<file path="src/linked_list_queue_manager_top_defines.svh">
// Assertion macros for the linked-list queue manager.
// Used by linked_list_queue_manager_top; expects clk and rst_n in scope.
`ifndef LINKED_LIST_QUEUE_MANAGER_TOP_DEFINES_SVH
`define LINKED_LIST_QUEUE_MANAGER_TOP_DEFINES_SVH

// Same-cycle implication, disabled during reset
`define LLQM_ASSERT_IMP(label, ante, cons, msg) \
    label: assert property (@(posedge clk) disable iff (!rst_n) (ante) |-> (cons)) \
        else $error(msg);

// Next-cycle implication, disabled during reset
`define LLQM_ASSERT_NXT(label, ante, cons, msg) \
    label: assert property (@(posedge clk) disable iff (!rst_n) (ante) |=> (cons)) \
        else $error(msg);

`endif

</file>
<file path="src/llqm_pkg.sv">
// Package for the linked-list queue manager: pool size, pointer widths,
// command and status codes. No dependencies.
package llqm_pkg;

    // Pool size and derived widths
    localparam int ENTRIES = 256;
    localparam int IDX_W   = $clog2(ENTRIES);
    localparam int PTR_W   = IDX_W + 1;
    localparam int ROOM_W  = PTR_W + 1;
    localparam int SPAN_W  = PTR_W + 5;

    // Stream widths
    localparam int IN_W  = 24;
    localparam int OUT_W = 24;

    typedef logic [PTR_W-1:0] ptr_t;

    // Null marker used in every link, head and tail
    localparam ptr_t PTR_NULL = PTR_W'(ENTRIES);

    typedef enum logic [2:0] {
        CMD_APPEND  = 3'd0,
        CMD_GROUP   = 3'd1,
        CMD_POP     = 3'd2,
        CMD_UNLINK  = 3'd3,
        CMD_PRESENT = 3'd4,
        CMD_PEEK    = 3'd5,
        CMD_AUDIT   = 3'd6,
        CMD_CLEAR   = 3'd7
    } cmd_t;

    typedef enum logic [1:0] {
        ST_OK      = 2'd0,
        ST_EMPTY   = 2'd1,
        ST_INVALID = 2'd2,
        ST_CORRUPT = 2'd3
    } status_t;

    // Any pointer at or above the pool size is null
    function automatic logic is_null(input ptr_t p);
        return (p >= PTR_NULL);
    endfunction

endpackage

</file>
<file path="src/linked_list_queue_manager_top.sv">
// Linked-list queue manager: one singly linked FIFO over a pool of entries.
// Depends on llqm_pkg and linked_list_queue_manager_top_defines.svh.
//
//  Channel   Dir  Handshake                       Contents
//  s_axis    in   s_axis_tvalid / s_axis_tready   cmd, entry_id, group_count, group_stride
//  m_axis    out  m_axis_tvalid / m_axis_tready   status, entry_out, found, count
//
// One command at a time. Group append checks its bounds in S_GRP_CHK, then writes its
// links in S_GRP_LOOP; unlink, present and audit walk the list at one link per cycle
// through the link memory read port.
// A finished result sits in the output register; the next command may start
// while it waits, and only its own finish stalls on a full output register.
// Reset clears head, tail and length; the link memory is not cleared.
`include "linked_list_queue_manager_top_defines.svh"

module linked_list_queue_manager_top
(
    input  logic                       clk,
    input  logic                       rst_n,
    input  logic                       s_axis_tvalid,
    output logic                       s_axis_tready,
    // [2:0] cmd, [10:3] entry_id, [19:11] group_count, [23:20] group_stride
    input  logic [llqm_pkg::IN_W-1:0]  s_axis_tdata,
    output logic                       m_axis_tvalid,
    input  logic                       m_axis_tready,
    // [1:0] status, [9:2] entry_out, [10] found, [19:11] count, [23:20] zero
    output logic [llqm_pkg::OUT_W-1:0] m_axis_tdata
);

    typedef enum logic [11:0] {
        S_IDLE     = 12'b0000_0000_0001,
        S_EXEC     = 12'b0000_0000_0010,
        S_APPEND2  = 12'b0000_0000_0100,
        S_GRP_CHK  = 12'b0000_0000_1000,
        S_GRP_LOOP = 12'b0000_0001_0000,
        S_POP      = 12'b0000_0010_0000,
        S_PEEK     = 12'b0000_0100_0000,
        S_WALK     = 12'b0000_1000_0000,
        S_UNLINK   = 12'b0001_0000_0000,
        S_UNL_FIX  = 12'b0010_0000_0000,
        S_DONE     = 12'b0100_0000_0000,
        S_SPARE    = 12'b1000_0000_0000
    } state_t;

    state_t                              state_reg, state_next;
    llqm_pkg::cmd_t                      cmd_reg, cmd_next;
    logic [llqm_pkg::IDX_W-1:0]          id_reg, id_next;
    llqm_pkg::ptr_t                      n_reg, n_next;
    logic [3:0]                          stride_reg, stride_next;
    llqm_pkg::ptr_t                      head_reg, head_next;
    llqm_pkg::ptr_t                      tail_reg, tail_next;
    llqm_pkg::ptr_t                      len_reg, len_next;
    llqm_pkg::ptr_t                      cur_reg, cur_next;
    llqm_pkg::ptr_t                      prev_reg, prev_next;
    llqm_pkg::ptr_t                      steps_reg, steps_next;
    logic                                first_reg, first_next;
    logic [llqm_pkg::SPAN_W-1:0]         prod_reg, prod_next;
    llqm_pkg::status_t                   res_status_reg, res_status_next;
    logic [llqm_pkg::IDX_W-1:0]          res_entry_reg, res_entry_next;
    logic                                res_found_reg, res_found_next;
    llqm_pkg::ptr_t                      res_count_reg, res_count_next;
    logic                                m_valid_reg, m_valid_next;
    logic [llqm_pkg::OUT_W-1:0]          m_data_reg, m_data_next;

    // Link memory ports
    logic                                mem_we;
    logic [llqm_pkg::IDX_W-1:0]          mem_waddr;
    llqm_pkg::ptr_t                      mem_wdata;
    logic [llqm_pkg::IDX_W-1:0]          mem_raddr;
    llqm_pkg::ptr_t                      rdata_reg;
    llqm_pkg::ptr_t                      link_mem [llqm_pkg::ENTRIES];

    // Shared checks
    logic                                ends_disagree;
    logic                                id_oop;
    llqm_pkg::ptr_t                      id_ptr;
    llqm_pkg::ptr_t                      walk_cur;
    logic [llqm_pkg::ROOM_W-1:0]         room;
    logic [llqm_pkg::SPAN_W-1:0]         span;
    llqm_pkg::ptr_t                      len_dec;
    llqm_pkg::ptr_t                      count_out;

    assign ends_disagree = llqm_pkg::is_null(head_reg) != llqm_pkg::is_null(tail_reg);
    assign id_ptr        = {1'b0, id_reg};
    assign id_oop        = llqm_pkg::is_null(id_ptr);
    assign walk_cur      = first_reg ? cur_reg : rdata_reg;
    assign room          = llqm_pkg::ROOM_W'(llqm_pkg::ENTRIES) - llqm_pkg::ROOM_W'(len_reg);
    assign span          = llqm_pkg::SPAN_W'(id_reg) + prod_reg;
    assign len_dec       = (len_reg == '0) ? '0 : len_reg - 1'b1;
    assign count_out     = (cmd_reg == llqm_pkg::CMD_AUDIT) ? res_count_reg : len_reg;

    assign s_axis_tready = (state_reg == S_IDLE);
    assign m_axis_tvalid = m_valid_reg;
    assign m_axis_tdata  = m_data_reg;

    // Link memory: one write and one registered read per cycle
    always_ff @(posedge clk)
    begin
        if (mem_we)
        begin
            link_mem[mem_waddr] <= mem_wdata;
        end
        rdata_reg <= link_mem[mem_raddr];
    end

    // Sequencer
    always_comb
    begin
        state_next      = state_reg;
        cmd_next        = cmd_reg;
        id_next         = id_reg;
        n_next          = n_reg;
        stride_next     = stride_reg;
        head_next       = head_reg;
        tail_next       = tail_reg;
        len_next        = len_reg;
        cur_next        = cur_reg;
        prev_next       = prev_reg;
        steps_next      = steps_reg;
        first_next      = first_reg;
        prod_next       = prod_reg;
        res_status_next = res_status_reg;
        res_entry_next  = res_entry_reg;
        res_found_next  = res_found_reg;
        res_count_next  = res_count_reg;
        m_valid_next    = m_valid_reg & ~m_axis_tready;
        m_data_next     = m_data_reg;
        mem_we          = 1'b0;
        mem_waddr       = '0;
        mem_wdata       = llqm_pkg::PTR_NULL;
        mem_raddr       = '0;

        case (state_reg)
            S_IDLE:
            begin
                if (s_axis_tvalid)
                begin
                    cmd_next        = llqm_pkg::cmd_t'(s_axis_tdata[2:0]);
                    id_next         = s_axis_tdata[10:3];
                    n_next          = s_axis_tdata[19:11];
                    stride_next     = s_axis_tdata[23:20];
                    res_status_next = llqm_pkg::ST_OK;
                    res_entry_next  = '0;
                    res_found_next  = 1'b0;
                    res_count_next  = '0;
                    state_next      = S_EXEC;
                end
            end

            S_EXEC:
            begin
                state_next = S_DONE;
                case (cmd_reg)
                    llqm_pkg::CMD_APPEND:
                    begin
                        if (id_oop || len_reg >= llqm_pkg::PTR_NULL)
                        begin
                            res_status_next = llqm_pkg::ST_INVALID;
                        end
                        else if (ends_disagree)
                        begin
                            res_status_next = llqm_pkg::ST_CORRUPT;
                        end
                        else
                        begin
                            mem_we    = 1'b1;
                            mem_waddr = id_reg;
                            mem_wdata = llqm_pkg::PTR_NULL;
                            if (llqm_pkg::is_null(head_reg))
                            begin
                                head_next = id_ptr;
                                tail_next = id_ptr;
                                len_next  = len_reg + 1'b1;
                            end
                            else
                            begin
                                state_next = S_APPEND2;
                            end
                        end
                    end
                    llqm_pkg::CMD_GROUP:
                    begin
                        if (stride_reg == '0 || id_oop)
                        begin
                            res_status_next = llqm_pkg::ST_INVALID;
                        end
                        else if (n_reg != '0)
                        begin
                            prod_next  = llqm_pkg::SPAN_W'(n_reg - 1'b1)
                                       * llqm_pkg::SPAN_W'(stride_reg);
                            state_next = S_GRP_CHK;
                        end
                    end
                    llqm_pkg::CMD_POP, llqm_pkg::CMD_PEEK:
                    begin
                        if (ends_disagree)
                        begin
                            res_status_next = llqm_pkg::ST_CORRUPT;
                        end
                        else if (llqm_pkg::is_null(head_reg))
                        begin
                            res_status_next = llqm_pkg::ST_EMPTY;
                        end
                        else if (cmd_reg == llqm_pkg::CMD_POP)
                        begin
                            mem_raddr  = head_reg[llqm_pkg::IDX_W-1:0];
                            state_next = S_POP;
                        end
                        else
                        begin
                            mem_raddr  = tail_reg[llqm_pkg::IDX_W-1:0];
                            state_next = S_PEEK;
                        end
                    end
                    llqm_pkg::CMD_UNLINK, llqm_pkg::CMD_PRESENT:
                    begin
                        if (id_oop)
                        begin
                            res_status_next = llqm_pkg::ST_INVALID;
                        end
                        else
                        begin
                            cur_next   = head_reg;
                            prev_next  = llqm_pkg::PTR_NULL;
                            steps_next = '0;
                            first_next = 1'b1;
                            state_next = S_WALK;
                        end
                    end
                    llqm_pkg::CMD_AUDIT:
                    begin
                        if (ends_disagree)
                        begin
                            res_status_next = llqm_pkg::ST_CORRUPT;
                        end
                        else if (llqm_pkg::is_null(head_reg))
                        begin
                            if (len_reg != '0)
                            begin
                                res_status_next = llqm_pkg::ST_CORRUPT;
                            end
                        end
                        else
                        begin
                            cur_next   = head_reg;
                            prev_next  = llqm_pkg::PTR_NULL;
                            steps_next = '0;
                            first_next = 1'b1;
                            state_next = S_WALK;
                        end
                    end
                    default:
                    begin
                        head_next = llqm_pkg::PTR_NULL;
                        tail_next = llqm_pkg::PTR_NULL;
                        len_next  = '0;
                    end
                endcase
            end

            // Second write of a single append: old tail points at the new entry
            S_APPEND2:
            begin
                mem_we     = 1'b1;
                mem_waddr  = tail_reg[llqm_pkg::IDX_W-1:0];
                mem_wdata  = id_ptr;
                tail_next  = id_ptr;
                len_next   = len_reg + 1'b1;
                state_next = S_DONE;
            end

            // Group bounds from the registered product
            S_GRP_CHK:
            begin
                if (llqm_pkg::ROOM_W'(n_reg) > room
                    || span >= llqm_pkg::SPAN_W'(llqm_pkg::ENTRIES))
                begin
                    res_status_next = llqm_pkg::ST_INVALID;
                    state_next      = S_DONE;
                end
                else if (ends_disagree)
                begin
                    res_status_next = llqm_pkg::ST_CORRUPT;
                    state_next      = S_DONE;
                end
                else
                begin
                    if (llqm_pkg::is_null(head_reg))
                    begin
                        head_next = id_ptr;
                    end
                    else
                    begin
                        mem_we    = 1'b1;
                        mem_waddr = tail_reg[llqm_pkg::IDX_W-1:0];
                        mem_wdata = id_ptr;
                    end
                    cur_next   = id_ptr;
                    steps_next = llqm_pkg::ptr_t'(1);
                    state_next = S_GRP_LOOP;
                end
            end

            // One group link per cycle, then terminate the chain
            S_GRP_LOOP:
            begin
                mem_we    = 1'b1;
                mem_waddr = cur_reg[llqm_pkg::IDX_W-1:0];
                if (steps_reg < n_reg)
                begin
                    mem_wdata  = cur_reg + llqm_pkg::PTR_W'(stride_reg);
                    cur_next   = cur_reg + llqm_pkg::PTR_W'(stride_reg);
                    steps_next = steps_reg + 1'b1;
                end
                else
                begin
                    mem_wdata  = llqm_pkg::PTR_NULL;
                    tail_next  = cur_reg;
                    len_next   = len_reg + n_reg;
                    state_next = S_DONE;
                end
            end

            // Pop: successor of the head is in the read register
            S_POP:
            begin
                res_entry_next = head_reg[llqm_pkg::IDX_W-1:0];
                mem_we         = 1'b1;
                mem_waddr      = head_reg[llqm_pkg::IDX_W-1:0];
                mem_wdata      = llqm_pkg::PTR_NULL;
                if (llqm_pkg::is_null(rdata_reg))
                begin
                    head_next = llqm_pkg::PTR_NULL;
                    tail_next = llqm_pkg::PTR_NULL;
                end
                else
                begin
                    head_next = rdata_reg;
                end
                len_next   = len_dec;
                state_next = S_DONE;
            end

            // Peek: the tail must have no successor
            S_PEEK:
            begin
                if (!llqm_pkg::is_null(rdata_reg))
                begin
                    res_status_next = llqm_pkg::ST_CORRUPT;
                end
                else
                begin
                    res_entry_next = tail_reg[llqm_pkg::IDX_W-1:0];
                end
                state_next = S_DONE;
            end

            // List walk, one link per cycle
            S_WALK:
            begin
                first_next = 1'b0;
                mem_raddr  = walk_cur[llqm_pkg::IDX_W-1:0];
                if (llqm_pkg::is_null(walk_cur))
                begin
                    if (cmd_reg == llqm_pkg::CMD_AUDIT)
                    begin
                        res_count_next = steps_reg;
                        if (steps_reg != len_reg)
                        begin
                            res_status_next = llqm_pkg::ST_CORRUPT;
                        end
                    end
                    state_next = S_DONE;
                end
                else if (steps_reg == llqm_pkg::PTR_NULL)
                begin
                    if (cmd_reg == llqm_pkg::CMD_AUDIT)
                    begin
                        res_count_next  = llqm_pkg::PTR_NULL;
                        res_status_next = llqm_pkg::ST_CORRUPT;
                    end
                    state_next = S_DONE;
                end
                else if (cmd_reg != llqm_pkg::CMD_AUDIT && walk_cur == id_ptr)
                begin
                    res_found_next = 1'b1;
                    state_next     = (cmd_reg == llqm_pkg::CMD_UNLINK) ? S_UNLINK : S_DONE;
                end
                else
                begin
                    prev_next  = walk_cur;
                    cur_next   = walk_cur;
                    steps_next = steps_reg + 1'b1;
                end
            end

            // Unlink: successor of the found entry is in the read register
            S_UNLINK:
            begin
                if (!llqm_pkg::is_null(prev_reg))
                begin
                    mem_we    = 1'b1;
                    mem_waddr = prev_reg[llqm_pkg::IDX_W-1:0];
                    if (llqm_pkg::is_null(rdata_reg))
                    begin
                        mem_wdata = llqm_pkg::PTR_NULL;
                        tail_next = prev_reg;
                    end
                    else
                    begin
                        mem_wdata = rdata_reg;
                    end
                    state_next = S_UNL_FIX;
                end
                else
                begin
                    if (llqm_pkg::is_null(rdata_reg))
                    begin
                        head_next = llqm_pkg::PTR_NULL;
                        tail_next = llqm_pkg::PTR_NULL;
                    end
                    else
                    begin
                        head_next = rdata_reg;
                    end
                    mem_we     = 1'b1;
                    mem_waddr  = id_reg;
                    mem_wdata  = llqm_pkg::PTR_NULL;
                    len_next   = len_dec;
                    state_next = S_DONE;
                end
            end

            S_UNL_FIX:
            begin
                mem_we     = 1'b1;
                mem_waddr  = id_reg;
                mem_wdata  = llqm_pkg::PTR_NULL;
                len_next   = len_dec;
                state_next = S_DONE;
            end

            // Hand the result to the output register once it is free
            S_DONE:
            begin
                if (!m_valid_reg || m_axis_tready)
                begin
                    m_valid_next = 1'b1;
                    m_data_next  = {4'b0000, count_out, res_found_reg,
                                    res_entry_reg, res_status_reg};
                    state_next   = S_IDLE;
                end
            end

            default:
            begin
                state_next = S_IDLE;
            end
        endcase
    end

    // State and payload registers
    always_ff @(posedge clk or negedge rst_n)
    begin
        if (!rst_n)
        begin
            state_reg      <= S_IDLE;
            cmd_reg        <= llqm_pkg::CMD_APPEND;
            id_reg         <= '0;
            n_reg          <= '0;
            stride_reg     <= '0;
            head_reg       <= llqm_pkg::PTR_NULL;
            tail_reg       <= llqm_pkg::PTR_NULL;
            len_reg        <= '0;
            cur_reg        <= llqm_pkg::PTR_NULL;
            prev_reg       <= llqm_pkg::PTR_NULL;
            steps_reg      <= '0;
            first_reg      <= 1'b0;
            prod_reg       <= '0;
            res_status_reg <= llqm_pkg::ST_OK;
            res_entry_reg  <= '0;
            res_found_reg  <= 1'b0;
            res_count_reg  <= '0;
            m_valid_reg    <= 1'b0;
            m_data_reg     <= '0;
        end
        else
        begin
            state_reg      <= state_next;
            cmd_reg        <= cmd_next;
            id_reg         <= id_next;
            n_reg          <= n_next;
            stride_reg     <= stride_next;
            head_reg       <= head_next;
            tail_reg       <= tail_next;
            len_reg        <= len_next;
            cur_reg        <= cur_next;
            prev_reg       <= prev_next;
            steps_reg      <= steps_next;
            first_reg      <= first_next;
            prod_reg       <= prod_next;
            res_status_reg <= res_status_next;
            res_entry_reg  <= res_entry_next;
            res_found_reg  <= res_found_next;
            res_count_reg  <= res_count_next;
            m_valid_reg    <= m_valid_next;
            m_data_reg     <= m_data_next;
        end
    end

    // Checks; a group into an empty list sets the tail only at its last link
    `LLQM_ASSERT_IMP(ends_agree_a, state_reg != S_GRP_LOOP, llqm_pkg::is_null(head_reg) == llqm_pkg::is_null(tail_reg), "head and tail null state differ")
    `LLQM_ASSERT_IMP(len_bound_a, 1'b1, len_reg <= llqm_pkg::PTR_NULL, "length above pool size")
    `LLQM_ASSERT_IMP(walk_bound_a, state_reg == S_WALK, steps_reg <= llqm_pkg::PTR_NULL, "walk beyond pool size")
    `LLQM_ASSERT_NXT(start_a, s_axis_tvalid && s_axis_tready, state_reg == S_EXEC, "accepted command not executed")
    `LLQM_ASSERT_NXT(result_a, state_reg == S_DONE && (!m_valid_reg || m_axis_tready), m_valid_reg && state_reg == S_IDLE, "result not delivered")

endmodule
</file>
<file path="config.mk">
export PLATFORM = sky130hd
export DESIGN_NAME = linked_list_queue_manager_top
export DESIGN_NICKNAME = d
export VERILOG_FILES = /design/src/llqm_pkg.sv /design/src/linked_list_queue_manager_top.sv
export VERILOG_INCLUDE_DIRS = /design/src /design/src/src
export SDC_FILE = /design/constraint.sdc
export NUM_CORES = 2
export LEC_CHECK = 0
export ABC_AREA = 1
export BUFFER_PORTS_ARGS = -buffer_cell sky130_fd_sc_hd__buf_4
export CAP_MARGIN = 10
export CORE_ASPECT_RATIO = 1.2
export CORE_UTILIZATION = 30
export DETAILED_ROUTE_END_ITERATION = 7
export GPL_ROUTABILITY_DRIVEN = 0
export PLACE_DENSITY = 0.54
export SETUP_SLACK_MARGIN = 0.5
export SLEW_MARGIN = 20
export SYNTH_ARGS = -nofsm -noshare
export SYNTH_HDL_FRONTEND = slang
export SYNTH_SLANG_ARGS = --single-unit
</file>
<file path="constraint.sdc">
create_clock -name clk -period 21.9 [get_ports clk]
set_input_delay 3.285 -clock clk [delete_from_list [all_inputs] [get_ports clk]]
set_output_delay 3.285 -clock clk [all_outputs]
set_load 0.03 [all_outputs]
</file>
==> results.txt <==
Outcome - finished with violations
Failing checks - DRC
CP Max Fanout - 184
Sink Count - 2458
Layout cells sized above 1 - 0.0665
Starting density of the core - 0.302
Seq/Total Area, Yosys - 0.662
Fmax - 0.131 GHz
Mux contribution to synthesized area - 0.000181
Static leakage - 0.0442 µW
H-tree depth - 4
WL/cell - 22.8 µm
Post-DRT Antenna Nets - 0
Fin nets - 10200
CP Buf/Inv Count - 5
Starting DRT DRC Count - 7350
Synth async-reset ratio - 0.0590
Synth cell types - 61
CTS Root Cell - clkbuf_16
Main synth FF type - edfxtp_1
Port bufs - 49
Min Hold Slack - 0.469 ns
CTS max path bufs - 4
Post-synthesis compound-gate area fraction - 0.0250
Critical Path AT - 8.45 ns
Synth Area in XOR/XNOR - 0.00317
Vias - 77200
Die H - 666 µm
Most area-hungry cell type in the Yosys netlist - edfxtp_1
Most numerous cell on the critical path - nand3_1
Slowest stage delay, CP - 0.97 ns
Worst-path cell with the longest stage delay - buf_4
R2r setup slk - 14.29 ns
Post-Place Worst Slack - 14.48 ns
Number of flops mapped to enable cells by yosys - 2304
Setup violators final - 0
Crit share post-route - 0.348
Hold Crit Class - reg -> reg
Hold_buf cts - 0
DRC viols - 1
1st-pass router iterations - 8
Top cells by area, synth - edfxtp_1 (63%), nand3_1 (13%), nand2_1 (6.2%)
DIE WIDTH - 556 µm
Final WS setup - 14.29 ns
Cts repair resizes - 0
Gr usage total - 0.182
Crit-path cells - inv_2 -> ha_1 -> inv_1 -> nand2_1 -> nor2_1 -> nand2_8 -> nand2_4 -> buf_4 -> buf_4 -> buf_12 -> nand2_1 -> nand3_1 -> nand3_1 -> nand3_1 -> nand3_1 -> nand2_1 -> nand2_1 -> nand3_1 -> nand3_1 -> nand2_1
DIE AREA - 370000 µm²
Synth Register Bits - 2458
Setup Fix Bufs, Post-CTS - 0
Min Tclk post-route - 7.61 ns
Vias in the first global route - 73400
Worst EP required - 22.74 ns
Element type at the critical path end - register
Power Total - 10900 µW
Post-DP HPWL - 199000 µm
TritonCTS Buffers - 244
Simple-gate share of the synthesized area - 0.236
Largest net degree at the start of global routing - 185
Fin. Hold Viols - 0
Initial antenna violation count - 5
Worst path top cell family by delay - buffers and inverters
Synth top cells by count - nand3_1 (2786), edfxtp_1 (2304), nand2_1 (1826)
Syn Area/Cell - 10.7 µm²
Final wirelength - 346000 µm
PD cells - 88.8 nW/µm²
Placed insts - 14700
Std-Cell Rows - 243
Crit Path Category - reg -> reg
Slew Limit Fails - 0
Worst-path clk slew - 0.07 ns
Mapped cell area - 110000 µm²
Layout Area Growth over Synthesis - 11.6%
Setup_tns - 0 ns
Startpoint Class - register
RSZ-0062 raised after global routing - false
Clk_lat worst skew - 0.96 ns
Final Skew - 0.0764 ns
Main combinational cell family by area after synthesis - simple AND/OR/NAND/NOR gates
I/O pins - 54
Rel. slew slack - 0.140
Most frequent cell after synthesis - nand3_1
Adder-cell share of the synthesized area - 0.0122
Synth warnings - 0
Max IR drop VDD - 0.0768 mV
Share of the synthesized area in the top cell type - 0.627
Cells after synthesis - 10300
Total grt overflow - 0
Finished Layout Cells - 15100
Core area - 365000 µm²
First-pass GRT wire length - 508000 µm
Vias per inst - 5.10
Slew @ Worst Pin - 1.29 ns
CTS tree - yes
Max FFs per register - 2304
Max-Cap Viols - 0
==> placed cells by master (no fill, tap or decap), drive strengths merged, types with 13 or more instances in the layout <==
cell type and count:
a21oi 78, a31oi 25, buf 187, bufinv 20
clkbuf 290, clkinv 127, dfrtp 140, edfxtp 2304
fa 23, ha 71, inv 1010, nand2 1843
nand3 2789, nand3b 374, nand4 24, nor2 455
nor3 34, nor4 13, o211ai 61, o21ai 193
o22ai 24, o31ai 17, xor2 29
==> layer usage <==
layer  up-vias  GRT usage  share of wire
met5         -          0       0.000038
met4         2     0.0797          0.047
met3       681     0.0230          0.059
met2      2761      0.303           0.48
met1     38400      0.236           0.41
li1      35400          -              -
==> cells by family (layout without fill, tap and decap cells) <==
family | count (synthesis) | in the layout
other | 1 | 5
AO/OA/AOI/OAI | 450 | 450
AND/OR/NAND/NOR | 5545 | 5545
XOR/XNOR | 40 | 40
adder cells (fa/ha/maj) | 94 | 94
buffers and inverters | 1690 | 1641
multiplexers | 2 | 2
flip-flops | 2458 | 2458
==> area by class of cell <==
class / count / area [µm²]
Fill cell: 36700 / 242000
Inverter: 1010 / 3810
Clock buffer: 290 / 6330
Clock inverter: 154 / 1310
Timing Repair Buffer: 187 / 1610
Multi-Input combinational cell: 6135 / 31000
Tap cell: 4900 / 6130
Sequential cell: 2458 / 73000
Antenna cell: 1 / 2.50
==> stage by stage <==
step | cell area, µm² | util
finish | 123000 | 0.337
global route | 123000 | 0.337
CTS | 123000 | 0.337
detailed placement | 116000 | 0.316
global placement | 115000 | 0.316
floorplan | 110000 | -
==> power by group <==
| part | total [µW] | switching (µW) | internal, µW |
|---|---|---|---|
| registers | 5310 | 140 | 5170 |
| logic | 1500 | 1050 | 447 |
| clock network | 4130 | 1840 | 2290 |
==> path summary, 6_finish.rpt <==
path,startpoint,endpoint,cells after the start
max in group asynchronous,rst_n,res_status_reg[1],2
worst max register to register,head_reg[8],rdata_reg[0],20
worst max-delay path,head_reg[8],rdata_reg[0],20
worst min register to register,m_axis_tdata[6],m_axis_tdata[6],2
min in group asynchronous,rst_n,m_axis_tvalid,1
worst min-delay path,m_axis_tdata[6],m_axis_tdata[6],2
==> tightest hold or removal path, stage by stage (launching register included) <==
cell and delay, ns:
dfrtp_1 0.34, nand2_1 0.05, nand2_1 0.04
Note: power is estimated with default switching activity, not from simulation.
